--- src/rtl/core/kwbl_pkg.sv ---
// Shared types and constants of the KW1281 block link engine.
`timescale 1ns / 1ps

package kwbl_pkg;

   // Input event codes carried in the func field.
   localparam logic [1:0] FUNC_TICK     = 2'd0;
   localparam logic [1:0] FUNC_LINE     = 2'd1;
   localparam logic [1:0] FUNC_HOST     = 2'd2;
   localparam logic [1:0] FUNC_RX_START = 2'd3;

   // Configuration register indexes.
   localparam logic [1:0] CSR_MAX_ATTEMPTS     = 2'd0;
   localparam logic [1:0] CSR_BYTE_GAP_MS      = 2'd1;
   localparam logic [1:0] CSR_BYTE_TIMEOUT_MS  = 2'd2;
   localparam logic [1:0] CSR_BLOCK_TIMEOUT_MS = 2'd3;

   // Configuration reset values.
   localparam logic [3:0]  MAX_ATTEMPTS_RST     = 4'd1;
   localparam logic [7:0]  BYTE_GAP_MS_RST      = 8'd2;
   localparam logic [7:0]  BYTE_TIMEOUT_MS_RST  = 8'd40;
   localparam logic [15:0] BLOCK_TIMEOUT_MS_RST = 16'd500;

   // Completion status codes.
   localparam logic [3:0] ST_OK          = 4'd0;
   localparam logic [3:0] ST_ECHO_BAD    = 4'd1;
   localparam logic [3:0] ST_BAD_INVERSE = 4'd2;
   localparam logic [3:0] ST_NO_INVERSE  = 4'd3;
   localparam logic [3:0] ST_NO_START    = 4'd4;
   localparam logic [3:0] ST_BYTE_TMO    = 4'd5;
   localparam logic [3:0] ST_ACK_ECHO    = 4'd6;
   localparam logic [3:0] ST_NO_END      = 4'd7;
   localparam logic [3:0] ST_BAD_END     = 4'd8;

   // Input item of one transfer.
   typedef struct packed {
      logic [1:0] func;
      logic [7:0] data_byte;
   } req_payload_type;

   // Result item of one transfer.
   typedef struct packed {
      logic       tx_valid;
      logic [7:0] tx_byte;
      logic       host_valid;
      logic [7:0] host_byte;
      logic [7:0] byte_position;
      logic       need_byte;
      logic       done_res;
      logic [3:0] status;
   } rsp_payload_type;

   // Current configuration seen by the engine.
   typedef struct packed {
      logic [3:0]  max_attempts;
      logic [7:0]  byte_gap_ms;
      logic [7:0]  byte_timeout_ms;
      logic [15:0] block_timeout_ms;
   } cfg_type;

endpackage

--- src/rtl/core/kwbl_csr.sv ---
// Configuration registers of the KW1281 block link engine.
`timescale 1ns / 1ps

module kwbl_csr (
   input  logic                 clock,
   input  logic                 reset,
   input  logic                 wr_en,
   input  logic [1:0]           wr_index,
   input  logic [15:0]          wr_data,
   output kwbl_pkg::cfg_type    cfg
);

   kwbl_pkg::cfg_type cfg_ff;
   kwbl_pkg::cfg_type cfg_in;

   // Decode the register index and replace the addressed field.
   always_comb begin
      cfg_in = cfg_ff;
      if (wr_en) begin
         case (wr_index)
            kwbl_pkg::CSR_MAX_ATTEMPTS:     cfg_in.max_attempts     = wr_data[3:0];
            kwbl_pkg::CSR_BYTE_GAP_MS:      cfg_in.byte_gap_ms      = wr_data[7:0];
            kwbl_pkg::CSR_BYTE_TIMEOUT_MS:  cfg_in.byte_timeout_ms  = wr_data[7:0];
            kwbl_pkg::CSR_BLOCK_TIMEOUT_MS: cfg_in.block_timeout_ms = wr_data;
            default:                        cfg_in = cfg_ff;
         endcase
      end
   end

   // Register file with reset values.
   always_ff @(posedge clock) begin
      if (reset) begin
         cfg_ff.max_attempts     <= kwbl_pkg::MAX_ATTEMPTS_RST;
         cfg_ff.byte_gap_ms      <= kwbl_pkg::BYTE_GAP_MS_RST;
         cfg_ff.byte_timeout_ms  <= kwbl_pkg::BYTE_TIMEOUT_MS_RST;
         cfg_ff.block_timeout_ms <= kwbl_pkg::BLOCK_TIMEOUT_MS_RST;
      end else begin
         cfg_ff <= cfg_in;
      end
   end

   assign cfg = cfg_ff;

endmodule

--- src/rtl/core/kwbl_engine.sv ---
// Link state machine: holds the block state and works out one event per step.
`timescale 1ns / 1ps

module kwbl_engine (
   input  logic                      clock,
   input  logic                      reset,
   input  logic                      step,
   input  kwbl_pkg::req_payload_type item,
   input  kwbl_pkg::cfg_type         cfg,
   output kwbl_pkg::rsp_payload_type result
);

   // Phase codes.
   localparam logic [3:0] PH_IDLE    = 4'd0;
   localparam logic [3:0] PH_S_ECHO  = 4'd1;
   localparam logic [3:0] PH_S_REPLY = 4'd2;
   localparam logic [3:0] PH_S_GAP   = 4'd3;
   localparam logic [3:0] PH_S_NEED  = 4'd4;
   localparam logic [3:0] PH_E_ECHO  = 4'd5;
   localparam logic [3:0] PH_R_START = 4'd6;
   localparam logic [3:0] PH_R_GAP   = 4'd7;
   localparam logic [3:0] PH_R_ECHO  = 4'd8;
   localparam logic [3:0] PH_R_WAIT  = 4'd9;
   localparam logic [3:0] PH_R_END   = 4'd10;

   localparam logic [7:0] BLOCK_END     = 8'h03;
   localparam logic [7:0] MIN_BLOCK_LEN = 8'd3;

   logic [3:0]  phase_ff, phase_in;
   logic [7:0]  cur_ff, cur_in;
   logic [7:0]  len_ff, len_in;
   logic [7:0]  bdone_ff, bdone_in;
   logic [3:0]  att_ff, att_in;
   logic [15:0] tmr_ff, tmr_in;

   logic [15:0] tmr_dec;
   logic        tick_exp;
   logic [7:0]  bdone_inc;
   logic [7:0]  len_rx;
   logic        is_tick;
   logic        is_line;
   logic        is_host;

   kwbl_pkg::rsp_payload_type res;

   // A block always carries at least three bytes before the end byte.
   function automatic logic [7:0] block_count(input logic [7:0] len);
      block_count = (len < MIN_BLOCK_LEN) ? MIN_BLOCK_LEN : len;
   endfunction

   // Shared helpers of the step logic.
   assign tmr_dec   = (tmr_ff != 16'd0) ? tmr_ff - 16'd1 : 16'd0;
   assign tick_exp  = (tmr_dec == 16'd0);
   assign bdone_inc = bdone_ff + 8'd1;
   assign len_rx    = (bdone_ff == 8'd0) ? cur_ff : len_ff;
   assign is_tick   = (item.func == kwbl_pkg::FUNC_TICK);
   assign is_line   = (item.func == kwbl_pkg::FUNC_LINE);
   assign is_host   = (item.func == kwbl_pkg::FUNC_HOST);

   // Next state and result for the event at hand.
   always_comb begin
      phase_in = phase_ff;
      cur_in   = cur_ff;
      len_in   = len_ff;
      bdone_in = bdone_ff;
      att_in   = att_ff;
      tmr_in   = tmr_ff;
      res      = '0;

      case (phase_ff)
         PH_IDLE: begin
            if (is_host) begin
               len_in   = item.data_byte;
               cur_in   = item.data_byte;
               bdone_in = 8'd0;
               if (cfg.max_attempts == 4'd0) begin
                  phase_in     = PH_IDLE;
                  res.done_res = 1'b1;
                  res.status   = kwbl_pkg::ST_NO_INVERSE;
               end else begin
                  att_in      = cfg.max_attempts - 4'd1;
                  res.tx_valid = 1'b1;
                  res.tx_byte  = item.data_byte;
                  phase_in    = PH_S_ECHO;
               end
            end else if (item.func == kwbl_pkg::FUNC_RX_START) begin
               len_in   = 8'd0;
               bdone_in = 8'd0;
               tmr_in   = cfg.block_timeout_ms;
               phase_in = PH_R_START;
            end
         end
         PH_S_ECHO: begin
            if (is_line) begin
               res.byte_position = bdone_ff;
               if (item.data_byte == cur_ff) begin
                  tmr_in   = {8'd0, cfg.byte_timeout_ms};
                  phase_in = PH_S_REPLY;
               end else begin
                  phase_in     = PH_IDLE;
                  res.done_res = 1'b1;
                  res.status   = kwbl_pkg::ST_ECHO_BAD;
               end
            end
         end
         PH_S_REPLY: begin
            if (is_line) begin
               res.byte_position = bdone_ff;
               if (item.data_byte == ~cur_ff) begin
                  bdone_in = bdone_inc;
                  if (cfg.byte_gap_ms != 8'd0) begin
                     tmr_in   = {8'd0, cfg.byte_gap_ms};
                     phase_in = PH_S_GAP;
                  end else if (bdone_inc >= block_count(len_ff)) begin
                     res.tx_valid = 1'b1;
                     res.tx_byte  = BLOCK_END;
                     phase_in     = PH_E_ECHO;
                  end else begin
                     phase_in = PH_S_NEED;
                  end
               end else begin
                  phase_in     = PH_IDLE;
                  res.done_res = 1'b1;
                  res.status   = kwbl_pkg::ST_BAD_INVERSE;
               end
            end else if (is_tick) begin
               tmr_in = tmr_dec;
               if (tick_exp) begin
                  res.byte_position = bdone_ff;
                  if (att_ff != 4'd0) begin
                     att_in       = att_ff - 4'd1;
                     res.tx_valid = 1'b1;
                     res.tx_byte  = cur_ff;
                     phase_in     = PH_S_ECHO;
                  end else begin
                     phase_in     = PH_IDLE;
                     res.done_res = 1'b1;
                     res.status   = kwbl_pkg::ST_NO_INVERSE;
                  end
               end
            end
         end
         PH_S_GAP: begin
            if (is_tick) begin
               tmr_in = tmr_dec;
               if (tick_exp) begin
                  res.byte_position = bdone_ff;
                  if (bdone_ff >= block_count(len_ff)) begin
                     res.tx_valid = 1'b1;
                     res.tx_byte  = BLOCK_END;
                     phase_in     = PH_E_ECHO;
                  end else begin
                     phase_in = PH_S_NEED;
                  end
               end
            end
         end
         PH_S_NEED: begin
            if (is_host) begin
               cur_in            = item.data_byte;
               res.byte_position = bdone_ff;
               if (cfg.max_attempts == 4'd0) begin
                  phase_in     = PH_IDLE;
                  res.done_res = 1'b1;
                  res.status   = kwbl_pkg::ST_NO_INVERSE;
               end else begin
                  att_in       = cfg.max_attempts - 4'd1;
                  res.tx_valid = 1'b1;
                  res.tx_byte  = item.data_byte;
                  phase_in     = PH_S_ECHO;
               end
            end
         end
         PH_E_ECHO: begin
            if (is_line) begin
               res.byte_position = bdone_ff;
               phase_in          = PH_IDLE;
               res.done_res      = 1'b1;
               res.status        = (item.data_byte == BLOCK_END) ? kwbl_pkg::ST_OK
                                                                 : kwbl_pkg::ST_ECHO_BAD;
            end
         end
         PH_R_START, PH_R_WAIT: begin
            if (is_line) begin
               // Take the byte and answer it at once, or after the gap when one is set.
               cur_in            = item.data_byte;
               res.byte_position = bdone_ff;
               if (cfg.byte_gap_ms == 8'd0) begin
                  res.tx_valid = 1'b1;
                  res.tx_byte  = ~item.data_byte;
                  phase_in     = PH_R_ECHO;
               end else begin
                  tmr_in   = {8'd0, cfg.byte_gap_ms};
                  phase_in = PH_R_GAP;
               end
            end else if (is_tick) begin
               tmr_in = tmr_dec;
               if (tick_exp) begin
                  phase_in     = PH_IDLE;
                  res.done_res = 1'b1;
                  if (phase_ff == PH_R_START) begin
                     res.status = kwbl_pkg::ST_NO_START;
                  end else begin
                     res.byte_position = bdone_ff;
                     res.status        = kwbl_pkg::ST_BYTE_TMO;
                  end
               end
            end
         end
         PH_R_GAP: begin
            if (is_tick) begin
               tmr_in = tmr_dec;
               if (tick_exp) begin
                  res.byte_position = bdone_ff;
                  res.tx_valid      = 1'b1;
                  res.tx_byte       = ~cur_ff;
                  phase_in          = PH_R_ECHO;
               end
            end
         end
         PH_R_ECHO: begin
            if (is_line) begin
               res.byte_position = bdone_ff;
               if (item.data_byte == ~cur_ff) begin
                  len_in         = len_rx;
                  res.host_valid = 1'b1;
                  res.host_byte  = cur_ff;
                  bdone_in       = bdone_inc;
                  tmr_in         = {8'd0, cfg.byte_timeout_ms};
                  phase_in       = (bdone_inc >= block_count(len_rx)) ? PH_R_END : PH_R_WAIT;
               end else begin
                  phase_in     = PH_IDLE;
                  res.done_res = 1'b1;
                  res.status   = kwbl_pkg::ST_ACK_ECHO;
               end
            end
         end
         PH_R_END: begin
            if (is_line) begin
               res.byte_position = bdone_ff;
               phase_in          = PH_IDLE;
               res.done_res      = 1'b1;
               res.status        = (item.data_byte == BLOCK_END) ? kwbl_pkg::ST_OK
                                                                 : kwbl_pkg::ST_BAD_END;
            end else if (is_tick) begin
               tmr_in = tmr_dec;
               if (tick_exp) begin
                  res.byte_position = bdone_ff;
                  phase_in          = PH_IDLE;
                  res.done_res      = 1'b1;
                  res.status        = kwbl_pkg::ST_NO_END;
               end
            end
         end
         default: begin
            phase_in = PH_IDLE;
         end
      endcase

      res.need_byte = (phase_in == PH_S_NEED);
   end

   // Block state, advanced once per transfer through the engine.
   always_ff @(posedge clock) begin
      if (reset) begin
         phase_ff <= PH_IDLE;
         cur_ff   <= 8'd0;
         len_ff   <= 8'd0;
         bdone_ff <= 8'd0;
         att_ff   <= 4'd0;
         tmr_ff   <= 16'd0;
      end else if (step) begin
         phase_ff <= phase_in;
         cur_ff   <= cur_in;
         len_ff   <= len_in;
         bdone_ff <= bdone_in;
         att_ff   <= att_in;
         tmr_ff   <= tmr_in;
      end
   end

   assign result = res;

`ifndef ASSERT_OFF
   // A finished block always leaves the engine idle.
   a_done_to_idle: assert property (@(posedge clock) disable iff (reset)
      step && res.done_res |=> phase_ff == PH_IDLE)
      else $error("engine not idle after block completion");

   // Status is only meaningful on a completion.
   a_status_zero: assert property (@(posedge clock) disable iff (reset)
      !res.done_res |-> res.status == kwbl_pkg::ST_OK)
      else $error("status set without completion");

   // Half duplex: a delivered byte never coincides with a line transmit.
   a_half_duplex: assert property (@(posedge clock) disable iff (reset)
      !(res.host_valid && res.tx_valid))
      else $error("host delivery and transmit in one step");

   // A send request from idle always either transmits or fails at once.
   a_idle_send: assert property (@(posedge clock) disable iff (reset)
      step && phase_ff == PH_IDLE && is_host |-> res.tx_valid || res.done_res)
      else $error("host byte taken in idle without action");
`endif

endmodule

--- src/rtl/core/kw1281_block_link_engine.sv ---
// Top level of the KW1281 block link engine: channel registers around the engine.
`timescale 1ns / 1ps

// The engine takes one event per transfer (1 ms tick, line byte, host byte or
// start of a receive) and returns exactly one result per event. A transfer is
// taken in every clock cycle while req_ready is high. An accepted event is held
// in the input register and its result in the result register, which sit on
// either side of the state update. A result waiting on rsp_ready holds one
// event in the input register, after which req_ready drops. Configuration
// writes are taken in every cycle and must only be issued while no block is in
// progress. There is no clearing pass after reset.
module kw1281_block_link_engine (
   input  logic                      clock,
   input  logic                      reset,
   input  logic                      req_valid,
   output logic                      req_ready,
   input  kwbl_pkg::req_payload_type req_payload,
   output logic                      rsp_valid,
   input  logic                      rsp_ready,
   output kwbl_pkg::rsp_payload_type rsp_payload,
   input  logic                      csr_valid,
   output logic                      csr_ready,
   input  logic [1:0]                csr_index,
   input  logic [15:0]               csr_data
);

   logic                      s1_valid_ff, s1_valid_in;
   kwbl_pkg::req_payload_type s1_ff;
   logic                      rsp_valid_ff, rsp_valid_in;
   kwbl_pkg::rsp_payload_type rsp_ff;
   logic                      advance;
   kwbl_pkg::cfg_type         cfg;
   kwbl_pkg::rsp_payload_type result;

   // The held event moves into the result register when that register is free.
   assign advance      = s1_valid_ff && (!rsp_valid_ff || rsp_ready);
   assign req_ready    = !s1_valid_ff || advance;
   assign s1_valid_in  = (req_valid && req_ready) || (s1_valid_ff && !advance);
   assign rsp_valid_in = advance || (rsp_valid_ff && !rsp_ready);
   assign csr_ready    = 1'b1;

   kwbl_csr u_csr (
      .clock    (clock),
      .reset    (reset),
      .wr_en    (csr_valid && csr_ready),
      .wr_index (csr_index),
      .wr_data  (csr_data),
      .cfg      (cfg)
   );

   kwbl_engine u_engine (
      .clock  (clock),
      .reset  (reset),
      .step   (advance),
      .item   (s1_ff),
      .cfg    (cfg),
      .result (result)
   );

   // Channel control registers.
   always_ff @(posedge clock) begin
      if (reset) begin
         s1_valid_ff  <= 1'b0;
         rsp_valid_ff <= 1'b0;
      end else begin
         s1_valid_ff  <= s1_valid_in;
         rsp_valid_ff <= rsp_valid_in;
      end
   end

   // Payload registers.
   always_ff @(posedge clock) begin
      if (req_valid && req_ready) begin
         s1_ff <= req_payload;
      end
      if (advance) begin
         rsp_ff <= result;
      end
   end

   assign rsp_valid   = rsp_valid_ff;
   assign rsp_payload = rsp_ff;

`ifndef ASSERT_OFF
   // An accepted event is held in the input register on the next cycle.
   a_take_event: assert property (@(posedge clock) disable iff (reset)
      req_valid && req_ready |=> s1_valid_ff)
      else $error("accepted event not held");

   // Every event that enters the engine produces a pending result.
   a_result_out: assert property (@(posedge clock) disable iff (reset)
      advance |=> rsp_valid_ff)
      else $error("engine step without result");

   // A stalled result stays valid and unchanged until it is taken.
   a_rsp_hold: assert property (@(posedge clock) disable iff (reset)
      rsp_valid_ff && !rsp_ready |=> rsp_valid_ff && $stable(rsp_ff))
      else $error("stalled result changed");
`endif

endmodule
--- config.mk ---
export PLATFORM = sky130hd
export DESIGN_NAME = kw1281_block_link_engine
export DESIGN_NICKNAME = d
export VERILOG_FILES = /design/src/rtl/core/kwbl_pkg.sv /design/src/rtl/core/kwbl_csr.sv /design/src/rtl/core/kwbl_engine.sv /design/src/rtl/core/kw1281_block_link_engine.sv
export SDC_FILE = /design/constraint.sdc
export NUM_CORES = 1
export LEC_CHECK = 0
export BUFFER_PORTS_ARGS = -buffer_cell sky130_fd_sc_hd__buf_2
export CORE_UTILIZATION = 60
export DETAILED_ROUTE_END_ITERATION = 12
export GPL_TIMING_DRIVEN = 0
export PLACE_DENSITY = 0.8
export SETUP_SLACK_MARGIN = 0.1
export SYNTH_ARGS = -nofsm -noshare
export SYNTH_HDL_FRONTEND = slang
export SYNTH_SLANG_ARGS = --single-unit
--- constraint.sdc ---
create_clock -name clock -period 6.3 [get_ports clock]
set_input_delay 0.63 -clock clock [delete_from_list [all_inputs] [get_ports clock]]
set_output_delay 0.63 -clock clock [all_outputs]
set_load 0.01 [all_outputs]
# Word-level counts from Yosys, hierarchy flattened
# Index checks and enable logic that the tools add are counted.
[op_classes] n_reduce_logical=44 eq_ne=40 muxes=116 magnitude_cmp=5 add_sub_neg=4 bitwise_logic=2
[ops] cell="2-to-1 mux 16 bit" count=14
[ops] cell="2-to-1 mux 8 bit" count=22
[ops] cell="2-to-1 mux 9 bit" count=17
[ops] cell="2-to-1 mux 4 bit" count=28
[ops] cell="case mux 16 bit (7 select lines)" count=1
[ops] cell="2-to-1 mux 5 bit" count=18
[ops] cell="case mux 8 bit (2 select lines)" count=3
[ops] cell="case mux 8 bit (6 select lines)" count=1
[ops] cell="case mux 9 bit (5 select lines)" count=1
[ops] cell="case mux 4 bit (10 select lines)" count=1
[ops] cell="case mux 5 bit (7 select lines)" count=1
[ops] cell="greater-or-equal comparator 8 bit" count=3
[ops] cell="!= test 2 x 1 -> 1 bit, second input constant" count=12
[ops] cell="equality test 4 x 3 -> 1 bit, second input constant" count=5
[ops] cell="equality test 8 bit" count=2
[ops] cell="logical NOT 16 bit" count=1
[ops] cell="logical NOT 8 bit" count=2
[ops] cell="< comparator 8 x 2 -> 1 bit, second input constant" count=2
[ops] cell="NOT 8 bit" count=2
[ops] cell="nonzero test 16 bit" count=1
[ops] cell="subtractor 16 x 1 -> 16 bit, second input constant" count=1
[ops] cell="equality test 4 bit, second input constant" count=3
[ops] cell="AND reduction 12 bit" count=1
[ops] cell="OR reduction 2 bit" count=6
[ops] cell="27 further kinds" count=63
[totals] output_inout_bits=35 in_bits=33 regBits=128

# Logic depth before layout (Yosys ltp)
[depth] word_depth=10 mapped_depth=15 ltp_nobuf=15

# Hierarchy
# From an unflattened synthesis, not the netlist that was laid out.
[unflattened] hier_cells=880 area_unflattened_um2=7677.4
[modules_own_cells] mod="kwbl_engine" area_each_um2=4789.6 n_inst=1 cells_each=676
[modules_own_cells] mod="kwbl_csr" area_each_um2=1511.4 n_inst=1 cells_each=150
[modules_own_cells] mod="kw1281_block_link_engine" area_each_um2=1376.3 n_inst=1 cells_each=54

# Worst setup path after synthesis
# No wires, ideal clock.
[synth_path] path_type="register to register" start="reg u_engine.bdone_ff[0]" end="reg rsp_ff, in the netlist rsp_payload[5] (data pin)" slack_ps=3103 period_less_slack_ps=3197 path_stages_with_launch=16 required_time_ps=6142 setup_time_ps=158 arrival_time_ps=3038 path_cell_list="dfxtp_1 > inv_1 > ha_1 > nor4b_1 > nand2_1 > mux2i_1 > o2111ai_1 > o21a_1 > ha_1 > nand2_1 > o21ai_0 > a211oi_1 > nand2_1 > a211oi_1 > or4_1 > a211oi_2"
[synth_rtl] item="start: declaration" line="kwbl_engine.sv:32" source="logic [7:0] bdone_ff, bdone_in;"
[synth_rtl] item="start signal: assignment" line="kwbl_engine.sv:276" source="bdone_ff <= bdone_in;"
[synth_rtl] item="end signal: assignment" line="kw1281_block_link_engine.sv:77" source="rsp_ff <= result;"
[synth_rtl] item="end: declaration" line="kw1281_block_link_engine.sv:30" source="kwbl_pkg::rsp_payload_type rsp_ff;"

==> flow_summary.yaml <==
status:
  run_status: "finished clean"
synthesis:
  syn-instance-count: 882
  synth_area_leader_cell: "sky130_fd_sc_hd__dfxtp_1"
  ys_seq_area_share_pct: 39.7
  post_synth_main_area_contributors: "sky130_fd_sc_hd__dfxtp_1 23%, sky130_fd_sc_hd__edfxtp_1 17%, sky130_fd_sc_hd__nor2_1 6.0%, sky130_fd_sc_hd__ha_1 4.8%, sky130_fd_sc_hd__nand2_1 4.8%"
  synth_net_count: 944
  synth_enable_flop_cells: 42
  avgSynthCellArea_um2: 8.52
  async_reset_ff_share_pct: 0
  synth_top_flop_cell: "sky130_fd_sc_hd__dfxtp_1"
  ys.warnings.count: 0
  mappedNetlistArea_um2: 7510
  synth_top_area_share_pct: 22.9
  post_synth_num_cell_types: 71
  yosys_register_bits: 128
global_route:
  number_of_global_route_vias_before_repair: 6480
  globalRoute.totalOverflow: 0
  grt_max_degree: 37
  wire_length_of_the_first_global_routing_pass_mm: 33.5
  grtUsageTotal_pct: 33.7
  grt_antenna_before_repair: 0
layout:
  final_layout_net_count: 1030
  n_antenna_cell: 0
  register_area_um2: 2980
  final_std_cells_w_o_fill: 1149
  area_overhead_vs_synth_pct: 15.9
  post_route_cells_drive_above_1_share_pct: 12.1
  finalCoreUtilization_pct: 71.9
  final.fill_count: 978
  multi_input_comb_area_um2: 4260
setup_path:
  cp_slowest_stage_delay_ps: 460
  cp_max_stage_cell: "sky130_fd_sc_hd__mux2i_1"
  start_kind: "flop"
  cell_class_contributing_the_biggest_share_of_worst_path_delay: "simple AND/OR/NAND/NOR gates"
  worstPathRequired_ps: 6460
  criticalPathCategory: "flop to flop"
  timing.critical_path.fanout_max: 10
  timing.critical_path.cells: "inv_1, ha_1, nor4b_1, nand2_1, mux2i_1, nand4_1, o21ai_0, ha_1, nor2b_1, o21ai_0, a211oi_1, nand2_1, a211oi_1, or4_1, a211oi_2"
  critPathArrivalTime_ps: 4380
  cp.buffers_inverters: 1
  critPathCaptureType: "flop"
clock_tree:
  clock_tree.htree_level_count: 4
  cts-hold-fix-buffers: 0
  clk_root_buffer_cell: "sky130_fd_sc_hd__clkbuf_16"
  post_cts_resize_count: 0
  numClockSinks: 128
  clockBufferDepth: 2
  cts_tree: "done"
  cts.reportedPaths.clkPinSlew_ps: 60
  cts_inserted_buffers: 17
  clock_insertion_delay_worst_skew_ps: 430
  post_cts_setup_repair_bufs: 0
sta:
  setup_viol: 0
  tightest_slew_ps: 1110
  setup_repair_after_global_routing_missed_its_margin: "no"
  slew_headroom_pct: 25.0
  final-hold-violation-count: 0
  layout_min_cycle_time_ps: 4220
  fin_tns_setup_ps: 0
  final.setup_skew_ps: 8.09
  post-route-period-util_pct: 66.9
  drv_slew: 0
  max_clock_freq_mhz: 237
drt:
  routed_wl_mm: 21.4
  drt.antenna.violating_nets: 0
  routed_via_density: 6.31
  via_count: 7252
  drc: 0
  detail_route.first_pass.iterations: 6
  drt-wirelength-per-cell_um: 18.6
  detailedRoute.firstIterationViolations: 892
die:
  design.core.area_um2: 12100
  chipWidth_um: 114
  die_h_um: 114
  die_area_um2: 13000
  num_io_pins: 68
  start_util_pct: 62.0
  num_rows: 40
min_path:
  worst_hold_path_type: "input pin to flop"
placed_design:
  placedCellCount: 1117
  dp.final_hpwl_mm: 15.1
  placement.io_buffers: 66
  finalWeightedCongestion: 0.969
power_and_ir_drop:
  power.ir.vdd_worst_mv: 0.225
  power.leakage_nw: 3.25
  power-per-cell-area_nw_per_um2: 275
run:
  maxCapViolations: 0
==> layout by cell type, fill, tap and decap left out, drive strengths merged, types with 20 or more instances in the layout <==
cell type / instances
o21ai: 44
mux2i: 32
dfxtp: 86
nor2: 122
nor2b: 24
edfxtp: 42
a211oi: 20
nand3: 32
clkbuf: 67
nand2: 96
inv: 21
a21oi: 64
buf: 72
ha: 29
==> cells by family after synthesis <==
logic type | Yosys count | share of synthesized area, %
simple gates | 381 | 24.9
xor+xnor | 16 | 1.87
compound gates | 226 | 20.8
mux | 32 | 4.26
flops | 128 | 39.7
buf+inv | 69 | 3.60
other cells | 1 | 0.0499
fa+ha+maj | 29 | 4.83
==> metal layers <==
metal	GRT usage [%]	share of wire, %	up-vias
li1	-	-	3437
met1	47.4	43	3351
met2	50.2	44	419
met3	8.08	11	45
met4	12.4	2.1	0
met5	0	0	-
==> synthesized netlist by cell type (3+ instances only) <==
library cell                number
sky130_fd_sc_hd__buf_1           3
sky130_fd_sc_hd__mux2i_1        32
sky130_fd_sc_hd__inv_1          15
sky130_fd_sc_hd__ha_1           29
sky130_fd_sc_hd__dfxtp_1        86
sky130_fd_sc_hd__o211a_1         6
sky130_fd_sc_hd__o2111ai_1       4
sky130_fd_sc_hd__a31oi_1        12
sky130_fd_sc_hd__a32oi_1         3
sky130_fd_sc_hd__nor3b_1         6
sky130_fd_sc_hd__o211ai_1       16
sky130_fd_sc_hd__nand2b_1       10
sky130_fd_sc_hd__a222oi_1        8
sky130_fd_sc_hd__o21a_1          3
sky130_fd_sc_hd__and4_1          5
sky130_fd_sc_hd__nor4b_1         5
sky130_fd_sc_hd__a32o_1          3
sky130_fd_sc_hd__xor2_1          4
sky130_fd_sc_hd__or4_1           4
sky130_fd_sc_hd__or2_2           6
sky130_fd_sc_hd__nand3_1        32
sky130_fd_sc_hd__a21oi_1        63
sky130_fd_sc_hd__nand4_1         8
sky130_fd_sc_hd__nor2b_1        24
sky130_fd_sc_hd__nor4_1         14
sky130_fd_sc_hd__o41ai_1         3
sky130_fd_sc_hd__o31ai_1         5
sky130_fd_sc_hd__nor3_1         16
sky130_fd_sc_hd__a311oi_1        3
sky130_fd_sc_hd__a22oi_1         7
sky130_fd_sc_hd__a211oi_1       19
sky130_fd_sc_hd__xnor2_1        12
sky130_fd_sc_hd__o21ai_0        41
sky130_fd_sc_hd__clkbuf_1       49
sky130_fd_sc_hd__and2_1         13
sky130_fd_sc_hd__nand3b_1        6
sky130_fd_sc_hd__nor2_1        120
sky130_fd_sc_hd__and3_1          8
sky130_fd_sc_hd__nand2_1        96
sky130_fd_sc_hd__edfxtp_1       42
==> registers in the layout (all words and copies together) (netlist names), 4 cells and up <==
register / cells
s1_ff: 10
u_engine.phase_ff: 4
u_engine.att_ff: 4
u_engine.tmr_ff: 16
u_engine.len_ff: 8
rsp_payload: 32
u_csr.cfg: 36
u_engine.cur_ff: 8
u_engine.bdone_ff: 8
==> area by class of cell <==
cell class	instances	area share (%)
well taps	168	2.41
plain buffers	54	2.47
clock buffers	18	4.93
clock inverters	14	2.33
multi-input cells	685	48.9
flip-flops and latches	128	34.3
inverters	15	0.647
repair buffers	67	4.02
==> power by group <==
part           switching [mW]  internal, mW
clock network           0.396         0.669
registers              0.0318         0.889
logic                   0.261         0.146
total                   0.689          1.70
==> stage by stage <==
step / setup WS, ps / hold WS [ps] / total power [mW] / instance area [um2]
after floorplan: 3100 / 436 / 1.21 / 7510
after global placement: 2260 / 443 / 1.32 / 8050
after detailed placement: 2270 / 448 / 1.33 / 8070
after CTS: 2220 / 365 / 2.38 / 8700
after global routing: 1950 / 361 / 2.47 / 8700
final: 2080 / 373 / 2.39 / 8700
==> final timing paths <==
kind	start	endpoint	slack [ps]	cells after the start
worst max-delay path	u_engine.bdone_ff[0]	rsp_payload[5]	2080	15
worst min-delay path	req_payload[3]	s1_ff[3]	370	1
worst max register to register	u_engine.bdone_ff[0]	rsp_payload[5]	2080	15
worst min register to register	u_csr.cfg[15]	u_csr.cfg[15]	460	2
Note: power is estimated with default switching activity, not from simulation.
